### config.mk
export PLATFORM = sky130hd
export DESIGN_NAME = arith_expr_tokenizer_core
export DESIGN_NICKNAME = d
export VERILOG_FILES = /design/src/hdl/aetk_pkg.sv /design/src/hdl/aetk_front.sv /design/src/hdl/aetk_queue.sv /design/src/hdl/aetk_back.sv /design/src/hdl/arith_expr_tokenizer_core.sv
export SDC_FILE = /design/constraint.sdc
export NUM_CORES = 1
export LEC_CHECK = 0
export BUFFER_PORTS_ARGS = -buffer_cell sky130_fd_sc_hd__buf_4
export CAP_MARGIN = 15
export CORE_ASPECT_RATIO = 2
export CORE_MARGIN = 5
export CORE_UTILIZATION = 35
export DETAILED_ROUTE_END_ITERATION = 12
export PLACE_DENSITY = 0.6
export RECOVER_POWER = 100
export SYNTH_ARGS = -nofsm -noshare
export SYNTH_HDL_FRONTEND = slang
export SYNTH_SLANG_ARGS = --single-unit
### constraint.sdc
create_clock -name clk -period 5.9 [get_ports clk]
set_clock_uncertainty 0.1 [all_clocks]
set_input_delay 0.59 -clock clk [delete_from_list [all_inputs] [get_ports clk]]
set_output_delay 0.59 -clock clk [all_outputs]
set_load 0.02 [all_outputs]
### src/hdl/aetk_pkg.sv
// ----------------------------------------------------------------------------
// aetk_pkg
// Shared types and constants of the arithmetic expression tokenizer.
// ----------------------------------------------------------------------------
package aetk_pkg;

  // Default width of the digit accumulator
  localparam int VALUE_BITS_DEF = 31;

  // Width of the number field on the result channel
  localparam int NUM_OUT_BITS = 31;

  // Queue between front and back
  localparam int QUEUE_DEPTH = 4;
  localparam int QPTR_BITS   = $clog2(QUEUE_DEPTH);
  localparam int QCNT_BITS   = $clog2(QUEUE_DEPTH + 1);

  // Characters of interest
  localparam logic [7:0] CH_ZERO   = 8'h30;
  localparam logic [7:0] CH_NINE   = 8'h39;
  localparam logic [7:0] CH_LPAREN = 8'h28;
  localparam logic [7:0] CH_RPAREN = 8'h29;
  localparam logic [7:0] CH_PLUS   = 8'h2B;
  localparam logic [7:0] CH_MINUS  = 8'h2D;
  localparam logic [7:0] CH_STAR   = 8'h2A;
  localparam logic [7:0] CH_SLASH  = 8'h2F;
  localparam logic [7:0] CH_SPACE  = 8'h20;
  localparam logic [7:0] CH_TAB    = 8'h09;
  localparam logic [7:0] CH_LF     = 8'h0A;
  localparam logic [7:0] CH_CR     = 8'h0D;

  // Token kinds
  typedef enum logic [3:0] {
    KIND_END    = 4'd0,
    KIND_UNDEF  = 4'd1,
    KIND_LPAREN = 4'd2,
    KIND_RPAREN = 4'd3,
    KIND_NUMBER = 4'd4,
    KIND_ADD    = 4'd5,
    KIND_SUB    = 4'd6,
    KIND_MUL    = 4'd7,
    KIND_DIV    = 4'd8
  } tok_kind_t;

  // One queue entry: everything one input item produces
  typedef struct packed {
    logic                    has_num;
    logic [NUM_OUT_BITS-1:0] num_val;
    logic                    num_ovf;
    logic                    has_tok;
    tok_kind_t               tok_kind;
  } qentry_t;

  // Queue status seen by front and back
  typedef struct packed {
    logic empty;
    logic full;
  } qstat_t;

endpackage

### src/hdl/aetk_front.sv
// ----------------------------------------------------------------------------
// aetk_front
// Accepts text bytes, builds digit runs and classifies each byte into a
// queue entry holding a pending number and/or a token.
// ----------------------------------------------------------------------------
module aetk_front import aetk_pkg::*; #(
  parameter int VALUE_BITS = VALUE_BITS_DEF
) (
  input  logic       clk,
  input  logic       rst_n,
  input  logic       in_valid,
  output logic       in_stall,
  input  logic [7:0] in_char_byte,
  input  logic       in_end_of_text,
  input  qstat_t     q_stat,
  output logic       q_push,
  output qentry_t    q_wdata
);

  localparam int WIDE_BITS = VALUE_BITS + 4;
  localparam logic [VALUE_BITS-1:0] VALUE_MAX = '1;

  logic                  in_number_r, in_number_nxt;
  logic [VALUE_BITS-1:0] acc_r, acc_nxt;
  logic                  ovf_r, ovf_nxt;

  logic                  accept;
  logic                  is_digit;
  logic                  is_space;
  logic [WIDE_BITS-1:0]  acc_ext;
  logic [WIDE_BITS-1:0]  wide;
  logic                  sat;
  tok_kind_t             kind;
  logic [NUM_OUT_BITS-1:0] acc_out;

  assign in_stall = q_stat.full;
  assign accept   = in_valid && !q_stat.full;

  // Byte classification
  assign is_digit = (in_char_byte >= CH_ZERO) && (in_char_byte <= CH_NINE);

  always_comb begin
    is_space = 1'b0;
    kind     = KIND_UNDEF;
    unique case (in_char_byte) inside
      CH_SPACE, CH_TAB, CH_LF, CH_CR: is_space = 1'b1;
      CH_LPAREN: kind = KIND_LPAREN;
      CH_RPAREN: kind = KIND_RPAREN;
      CH_PLUS:   kind = KIND_ADD;
      CH_MINUS:  kind = KIND_SUB;
      CH_STAR:   kind = KIND_MUL;
      CH_SLASH:  kind = KIND_DIV;
      default:   kind = KIND_UNDEF;
    endcase
  end

  // acc*10 + digit as shift-add, overflow from the top bits
  assign acc_ext = {4'b0, acc_r};
  assign wide    = (acc_ext << 3) + (acc_ext << 1)
                 + {{(WIDE_BITS-4){1'b0}}, in_char_byte[3:0]};
  assign sat     = ovf_r || (|wide[WIDE_BITS-1:VALUE_BITS]);

  // Accumulator to result field width
  generate
    if (VALUE_BITS >= NUM_OUT_BITS) begin : g_trunc
      assign acc_out = acc_r[NUM_OUT_BITS-1:0];
    end else begin : g_ext
      assign acc_out = {{(NUM_OUT_BITS-VALUE_BITS){1'b0}}, acc_r};
    end
  endgenerate

  // Number state update
  always_comb begin
    in_number_nxt = in_number_r;
    acc_nxt       = acc_r;
    ovf_nxt       = ovf_r;
    if (accept) begin
      if (!in_end_of_text && is_digit) begin
        in_number_nxt = 1'b1;
        acc_nxt       = sat ? VALUE_MAX : wide[VALUE_BITS-1:0];
        ovf_nxt       = sat;
      end else begin
        in_number_nxt = 1'b0;
        acc_nxt       = '0;
        ovf_nxt       = 1'b0;
      end
    end
  end

  // Queue entry
  always_comb begin
    q_wdata.has_num  = in_number_r && (in_end_of_text || !is_digit);
    q_wdata.num_val  = acc_out;
    q_wdata.num_ovf  = ovf_r;
    q_wdata.has_tok  = in_end_of_text || (!is_digit && !is_space);
    q_wdata.tok_kind = in_end_of_text ? KIND_END : kind;
  end

  assign q_push = accept && (q_wdata.has_num || q_wdata.has_tok);

  always_ff @(posedge clk) begin
    if (!rst_n) begin
      in_number_r <= 1'b0;
      acc_r       <= '0;
      ovf_r       <= 1'b0;
    end else begin
      in_number_r <= in_number_nxt;
      acc_r       <= acc_nxt;
      ovf_r       <= ovf_nxt;
    end
  end

endmodule

### src/hdl/aetk_queue.sv
// ----------------------------------------------------------------------------
// aetk_queue
// Small register queue of per-item entries between front and back.
// ----------------------------------------------------------------------------
module aetk_queue import aetk_pkg::*; (
  input  logic    clk,
  input  logic    rst_n,
  input  logic    push,
  input  qentry_t wdata,
  input  logic    pop,
  output qentry_t rdata,
  output qstat_t  stat
);

  qentry_t              mem_r [QUEUE_DEPTH];
  logic [QPTR_BITS-1:0] wr_ptr_r, rd_ptr_r;
  logic [QCNT_BITS-1:0] count_r, count_nxt;
  logic                 do_push, do_pop;

  assign stat.empty = (count_r == '0);
  assign stat.full  = (count_r == QCNT_BITS'(QUEUE_DEPTH));
  assign do_push    = push && !stat.full;
  assign do_pop     = pop && !stat.empty;
  assign rdata      = mem_r[rd_ptr_r];

  always_comb begin
    count_nxt = count_r;
    if (do_push && !do_pop) count_nxt = count_r + 1'b1;
    else if (!do_push && do_pop) count_nxt = count_r - 1'b1;
  end

  // Pointers and fill count
  always_ff @(posedge clk) begin
    if (!rst_n) begin
      wr_ptr_r <= '0;
      rd_ptr_r <= '0;
      count_r  <= '0;
    end else begin
      if (do_push) wr_ptr_r <= wr_ptr_r + 1'b1;
      if (do_pop)  rd_ptr_r <= rd_ptr_r + 1'b1;
      count_r <= count_nxt;
    end
  end

  // Entry storage
  always_ff @(posedge clk) begin
    if (do_push) mem_r[wr_ptr_r] <= wdata;
  end

endmodule

### src/hdl/aetk_back.sv
// ----------------------------------------------------------------------------
// aetk_back
// Expands queue entries into one or two tokens and holds them in the
// output register until taken.
// ----------------------------------------------------------------------------
module aetk_back import aetk_pkg::*; (
  input  logic                    clk,
  input  logic                    rst_n,
  input  qentry_t                 q_rdata,
  input  qstat_t                  q_stat,
  output logic                    q_pop,
  output logic                    out_valid,
  input  logic                    out_stall,
  output logic [3:0]              out_token_kind,
  output logic [NUM_OUT_BITS-1:0] out_number_value,
  output logic                    out_overflow,
  output logic                    out_last_of_run
);

  logic                    valid_r, valid_nxt;
  logic                    phase_r, phase_nxt;   // number part of head already sent
  tok_kind_t               kind_r, kind_nxt;
  logic [NUM_OUT_BITS-1:0] val_r, val_nxt;
  logic                    ovf_r, ovf_nxt;
  logic                    last_r, last_nxt;
  logic                    load_ok;

  assign load_ok = !valid_r || !out_stall;

  // Token selection from the head entry
  always_comb begin
    valid_nxt = valid_r;
    phase_nxt = phase_r;
    kind_nxt  = kind_r;
    val_nxt   = val_r;
    ovf_nxt   = ovf_r;
    last_nxt  = last_r;
    q_pop     = 1'b0;
    if (load_ok) begin
      valid_nxt = !q_stat.empty;
      if (!q_stat.empty) begin
        if (q_rdata.has_num && !phase_r) begin
          kind_nxt  = KIND_NUMBER;
          val_nxt   = q_rdata.num_val;
          ovf_nxt   = q_rdata.num_ovf;
          last_nxt  = !q_rdata.has_tok;
          phase_nxt = q_rdata.has_tok;
          q_pop     = !q_rdata.has_tok;
        end else begin
          kind_nxt  = q_rdata.tok_kind;
          val_nxt   = '0;
          ovf_nxt   = 1'b0;
          last_nxt  = 1'b1;
          phase_nxt = 1'b0;
          q_pop     = 1'b1;
        end
      end
    end
  end

  always_ff @(posedge clk) begin
    if (!rst_n) begin
      valid_r <= 1'b0;
      phase_r <= 1'b0;
    end else begin
      valid_r <= valid_nxt;
      phase_r <= phase_nxt;
    end
  end

  // Output payload
  always_ff @(posedge clk) begin
    kind_r <= kind_nxt;
    val_r  <= val_nxt;
    ovf_r  <= ovf_nxt;
    last_r <= last_nxt;
  end

  assign out_valid        = valid_r;
  assign out_token_kind   = kind_r;
  assign out_number_value = val_r;
  assign out_overflow     = ovf_r;
  assign out_last_of_run  = last_r;

endmodule

### src/hdl/arith_expr_tokenizer_core.sv
// ----------------------------------------------------------------------------
// arith_expr_tokenizer_core
// Streaming lexer for arithmetic expression text: bytes in, tokens out.
// ----------------------------------------------------------------------------
//  channel | ports                                   | direction
//  --------+-----------------------------------------+----------
//  input   | in_valid/in_stall, char_byte, end_of_text| in
//  result  | out_valid/out_stall, token_kind,        | out
//          | number_value, overflow, last_of_run     |
//
//  The front takes one item per cycle unless in_stall holds it; digit
//  accumulation is one shift-add. An item that yields a number and a token
//  gives two results from the output register, the number first.
//  A four-entry queue between front and back sets how long the input
//  keeps flowing while the result side is stalled; in_stall rises when full.
//  Reset is synchronous, active low: it empties the queue and clears the
//  number state at once; no clearing pass.
// ----------------------------------------------------------------------------
module arith_expr_tokenizer_core import aetk_pkg::*; #(
  parameter int VALUE_BITS = VALUE_BITS_DEF
) (
  input  logic                    clk,
  input  logic                    rst_n,
  input  logic                    in_valid,
  output logic                    in_stall,
  input  logic [7:0]              in_char_byte,
  input  logic                    in_end_of_text,
  output logic                    out_valid,
  input  logic                    out_stall,
  output logic [3:0]              out_token_kind,
  output logic [NUM_OUT_BITS-1:0] out_number_value,
  output logic                    out_overflow,
  output logic                    out_last_of_run
);

  qstat_t  q_stat;
  qentry_t q_wdata, q_rdata;
  logic    q_push, q_pop;

  // Front: accept and classify
  aetk_front #(
    .VALUE_BITS(VALUE_BITS)
  ) u_front (
    .clk            (clk),
    .rst_n          (rst_n),
    .in_valid       (in_valid),
    .in_stall       (in_stall),
    .in_char_byte   (in_char_byte),
    .in_end_of_text (in_end_of_text),
    .q_stat         (q_stat),
    .q_push         (q_push),
    .q_wdata        (q_wdata)
  );

  // Decoupling queue
  aetk_queue u_queue (
    .clk   (clk),
    .rst_n (rst_n),
    .push  (q_push),
    .wdata (q_wdata),
    .pop   (q_pop),
    .rdata (q_rdata),
    .stat  (q_stat)
  );

  // Back: token emission
  aetk_back u_back (
    .clk              (clk),
    .rst_n            (rst_n),
    .q_rdata          (q_rdata),
    .q_stat           (q_stat),
    .q_pop            (q_pop),
    .out_valid        (out_valid),
    .out_stall        (out_stall),
    .out_token_kind   (out_token_kind),
    .out_number_value (out_number_value),
    .out_overflow     (out_overflow),
    .out_last_of_run  (out_last_of_run)
  );

endmodule

Word-level counts from Yosys, hierarchy flattened
Memories as Yosys holds them, arrays and structs flattened. A register that Yosys moved wholly into a read port is not among the register bits.
Index checks and enable logic that the tools add are counted.
Cells by class
  add/sub/neg operators: 6
  $lt $le $gt $ge: 2
  equal/unequal tests: 11
  multiplexer cells: 17
  bitwise operators: 1
  reduce and logical (&&, ||, !) cells: 32
Operators by type and width (count)
  $mux W31: 2
  $eq A8 B6 Y1 const B: 7
  $add A34 B32 Y35: 1
  $add A35 B4 Y35: 1
  $eq A8 B4 Y1 const B: 3
  $pmux W4 S6: 1
  $logic_and A1 B1 Y1: 11
  $logic_not A1 Y1: 11
  $mux W1: 9
  $ge A8 B6 Y1 const B: 1
  $le A8 B6 Y1 const B: 1
  $reduce_or A4 Y1: 2
  $mux W3: 2
  $logic_or A1 B1 Y1: 5
  $add A2 B1 Y2 const B: 2
  $mux W2: 2
  $mux W4: 1
  $add A3 B1 Y3 const B: 1
  $eq A3 B3 Y1 const B: 1
  $logic_not A3 Y1: 1
  $sub A3 B1 Y3 const B: 1
  $reduce_and A2 Y1: 1
  $reduce_bool A2 Y1: 1
  $not A1 Y1: 1
Word-level totals
  register bits after elaboration: 79
  memory bits (writable): 152
  input bits: 13
  logic and storage cells: 82
  memories: 1
Memory list
  u_queue.mem_r: depth 4, width 38, read ports 1, clocked after memory_dff 1, wr ports 1, line aetk_queue.sv:15  | qentry_t mem_r [QUEUE_DEPTH];

Logic depth before layout (Yosys ltp)
  word-level depth: 13
  mapped depth: 13

Modules after synthesis
Synthesis repeated with hierarchy kept, for this count alone.
Second synthesis, totals
  cells, all modules: 814
  area total of the unflattened synthesis: 11369.7 um^2
By module, submodules not included
  aetk_queue: instances 1, cells each 246, area an instance 5980.7 um^2
  aetk_front: instances 1, cells each 480, area an instance 3849.9 um^2
  aetk_back: instances 1, cells each 88, area an instance 1539.0 um^2

Worst setup path after synthesis
Ideal clock, no wire load.
  path kind: input-to-reg
  from: input out_stall
  to: register u_queue.count_r[2]
  arrival time: 3.888 ns
  slack: 1.841 ns
  stages: 8
  path through: a21oi_1 nand2_1 ha_1 inv_1 fa_1 xor2_1 or3_1 a21oi_1
Between the ends
  cells in the longest elaborated chain, start to end: 7
Ends and longest elaborated chain
  from (decl): line arith_expr_tokenizer_core.sv:29  | input logic out_stall,
  $logic_not A1 Y1 *: line aetk_back.sv:28  | assign load_ok = !valid_r || !out_stall;
  $logic_or A1 B1 Y1 *: line aetk_back.sv:28
  $mux W1 *: line aetk_back.sv:39  | if (load_ok) begin
  $logic_and A1 B1 Y1 *: line aetk_queue.sv:23  | assign do_pop = pop && !stat.empty;
  $logic_not A1 Y1: line aetk_queue.sv:28  | if (do_push && !do_pop) count_nxt = count_r + 1'b1;
  $logic_and A1 B1 Y1: line aetk_queue.sv:28
  $mux W3 or $reduce_bool A2 Y1 (tied branches)
  to (signal assigned): line aetk_queue.sv:41  | count_r <= count_nxt;
  to (decl): line aetk_queue.sv:17  | logic [QCNT_BITS-1:0] count_r, count_nxt;
Every way passes the cells marked *; elsewhere a longest branch is shown, timed or not.
A chain may end at the register's enable or synchronous reset.

Worst setup path in the final report
  from: register u_front.acc_r[0] (netlist: u_front.acc_out[0])
  to: register u_front.acc_r[9] (netlist: u_front.acc_out[9])
Between the ends
  cells in the longest elaborated chain, start to end: 6
Ends and longest elaborated chain
  from (decl): line aetk_front.sv:24  | logic [VALUE_BITS-1:0] acc_r, acc_nxt;
  from (signal assigned): line aetk_front.sv:108  | acc_r <= acc_nxt;
  $add A34 B32 Y35 *: line aetk_front.sv:59  | assign wide = (acc_ext << 3) + (acc_ext << 1)
  $add A35 B4 Y35 *: line aetk_front.sv:60  | + {{(WIDE_BITS-4){1'b0}}, in_char_byte[3:0]};
  $reduce_or A4 Y1: line aetk_front.sv:61  | assign sat = ovf_r || (|wide[WIDE_BITS-1:VALUE_BITS]);
  $logic_or A1 B1 Y1: line aetk_front.sv:61
  $mux W31 *: line aetk_front.sv:80  | acc_nxt = sat ? VALUE_MAX : wide[VALUE_BITS-1:0];
  $mux W31 *: line aetk_front.sv:78  | if (!in_end_of_text && is_digit) begin
Marks and branches as above.

==> flow_summary.ini <==
[outcome]
status = finished, violations left
failed_checks = max-capacitance violations, max-slew violations

[clocking]
holdBufCountCts = 0
clock-sinks = 233
clock_latency_ns = 0.51
cts_tree = built
clk_path_buf_depth = 3
post_cts_resized = 0
cts_buffers = 22
clockRootBuffer = clkbuf_16
h-tree-depth = 1
clk_pin_slew_ns = 0.07
cts_setup_buffers = 0

[cells_and_area]
fillers = 2999
regArea_um2 = 6560
nets = 904
multi_input_area_um2 = 4180
n_antenna_cell = 0
area_delta_synth_final_pct = 12.4
drive_gt1_share_pct = 12.8

[timing]
max_freq_mhz = 209
fin_crit_sh_pct = 81.3
tns_ns = 0
layout_min_cycle_time_ns = 4.79
hold_viol = 0
rsz0062_at_grt = no
relSlewSlack_pct = -104
setup_viol = 0
max_slew.worst_pin.slew_ns = 3.06
drv_slew = 197

[route]
vias = 6663
drt_pass1_iterations = 5
drt_iter0_drc = 472
via_per_inst = 5.29
avgRoutedWirePerCell_um = 18.6
drc = 0
finalWirelength_um = 23400
ant_nets = 0

[power_and_ir_drop]
ir_drop_uv = 209
p_per_area_nw_per_um2 = 384
power_mw = 4.75
leakagePower_nw = 4.61

[job]
drv_cap = 6

[floorplanning]
die_w_um = 135
rows = 92
fp.dieH_um = 261
start_util_pct = 35.2
core_um2 = 31300
dieArea_um2 = 35300
io_pins = 52

[synth]
yosysTopAreaCellShare_pct = 51.5
synth_top_flop_cell = edfxtp_1
syn_inst = 777
yosysWarnings = 0
synth_fp_nets = 859
syn-cell-area_um2 = 11000
ys_types = 63
ys_seq_area_share_pct = 59.5
avgSynthCellArea_um2 = 14.2
yosys_register_bits = 233
synth_edf_count = 189
yosysTopAreaCell = edfxtp_1
synth_area_leaders = edfxtp_1 (52%), dfxtp_1 (8.0%), mux4_2 (7.8%), ha_1 (7.5%), a21oi_1 (2.1%)
async_flop_share_pct = 0

[grt]
antenna_found_initial = 0
grt_first_pass_wirelength_um = 37500
overflow = 0
track_usage_pct = 13.4
grt_pass1_vias = 6859
grt_max_degree = 41

[setup_path]
reg2reg_from = u_front.acc_out[0]
cpMaxStageDelayCell = a2111oi_2
worstReg2RegEnd = u_front.acc_out[9]
required_ns = 6.16
max_stage_delay_ns = 1.28
cp_num_buf_inv = 1
crit_fanout = 23
rr_worst_depth = 11
crit_family = compound AO/OA/AOI/OAI gates
r2r_slack_ns = 1.11
setup.worst_path.end_class = register
path_cells = fa_1 > fa_1 > a211oi_1 > o21ai_0 > nand2_1 > nand2_1 > nor4b_1 > or3_2 > a2111oi_2 > buf_12 > a211oi_1
worstSetupPathType = register to register
cp.arrival_ns = 5.06
start_kind = register

[placed_design]
port_buffers = 51
place.gp.congestion = 0.860
dpl.hpwl_um = 15300

[hold_path]
worst_hold_path.endpoint = u_back.out_valid
min_path_cells = 3
min-delay-start = out_stall
hold_class = input port to register
worst register-to-register path, cell delays in order, from the launching register on:
cell and delay, ns:
dfxtp_1 0.47, fa_1 0.51, fa_1 0.49, a211oi_1 0.24, o21ai_0 0.29, nand2_1 0.19, nand2_1 0.10, nor4b_1 0.18
or3_2 0.43, a2111oi_2 1.28, buf_12 0.27, a211oi_1 0.10
flip-flops by register name, summed over array words and instances (netlist names), named ones only:
register / flops
u_back.out_last_of_run: 1
u_back.out_number_value: 31
u_back.out_overflow: 1
u_back.out_token_kind: 4
u_back.out_valid: 1
u_back.phase_r: 1
u_front.acc_out: 31
u_front.in_number_r: 1
u_front.ovf_r: 1
u_queue.count_r: 3
u_queue.mem_r: 152
u_queue.rd_ptr_r: 2
u_queue.wr_ptr_r: 2
cell type report:
type	instances	share of cell area, %
well taps	423	4.27
inverters	13	0.394
clock inverters	11	1.44
flip-flops and latches	233	52.9
multi-input cells	494	33.7
clock buffers	28	4.96
repair buffers	58	2.28
how the worst max path moves through the flow:
stage | startpoint | endpoint | slack [ns] | cells after the start
after global routing | u_front.acc_out[0] | u_front.acc_out[9] | 0.74 | 11
after global placement | in_char_byte[3] | u_front.acc_out[5] | 1.42 | 12
after detailed placement | in_char_byte[3] | u_front.acc_out[9] | 1.35 | 12
after CTS | u_front.acc_out[0] | u_front.acc_out[9] | 1.62 | 11
after floorplan | out_stall | u_queue.count_r[2] | 1.84 | 8
final | u_front.acc_out[0] | u_front.acc_out[9] | 1.11 | 11
power breakdown:
part	internal [mW]	switching [mW]
Clock	0.921	0.607
Sequential	2.11	0.0695
Combinational	0.381	0.665
routing by layer:
layer  global-route usage [%]  vias up  part of all wire, %  wire length, µm
li1                         -     3158                    -                -
met1                     16.6     3293                   42             9780
met2                     24.0      170                   52            12200
met3                     1.66       42                  4.0              943
met4                     4.29        0                  2.3              533
met5                        0        -                    0                0
Yosys cell counts, types with 7 or more instances:
cell	number
and3_1	34
o21ai_0	16
o21ai_2	20
nor3_1	11
a22oi_1	24
edfxtp_1	189
nor2_1	32
a21oi_1	46
mux4_2	38
nand3_1	10
and2_1	12
xor2_1	13
a211oi_1	9
nand2_1	37
clkbuf_1	24
inv_1	12
dfxtp_1	44
ha_1	66
xnor2_1	15
o21ai_1	7
a21o_1	17
logic make-up after synthesis:
| family | synth area share [%] |
|---|---|
| compound gates | 12.3 |
| xor+xnor | 2.23 |
| fa+ha+maj | 8.04 |
| buf+inv | 1.95 |
| flops | 59.5 |
| mux | 8.32 |
| simple gates | 7.68 |
layout by cell type (no fill, tap or decap), types with 15 or more instances in the layout:
cell       count
a22oi_1       24
edfxtp_1     189
ha_1          66
and3_1        34
clkbuf_16     23
nand2_1       37
a21o_1        17
o21ai_0       36
nor2_1        32
dfxtp_1       43
xnor2_1       15
a21oi_1       45
clkbuf_1      47
mux4_2        38
through the flow:
stage          setup WS (ns)  hold WS (ns)  utilization, %  cells  cell area, µm²
4_1_cts                 1.62         0.254            40.4   1260           12600
2_1_floorplan           1.84         0.348               -    777           11000
6_report                1.11         0.276            39.6   1260           12400
3_3_place_gp            1.42         0.358            37.9   1221           11900
5_1_grt                0.739         0.269            39.6   1260           12400
3_5_place_dp            1.35         0.370            37.9   1221           11900
(Power assumes the default switching activity.)
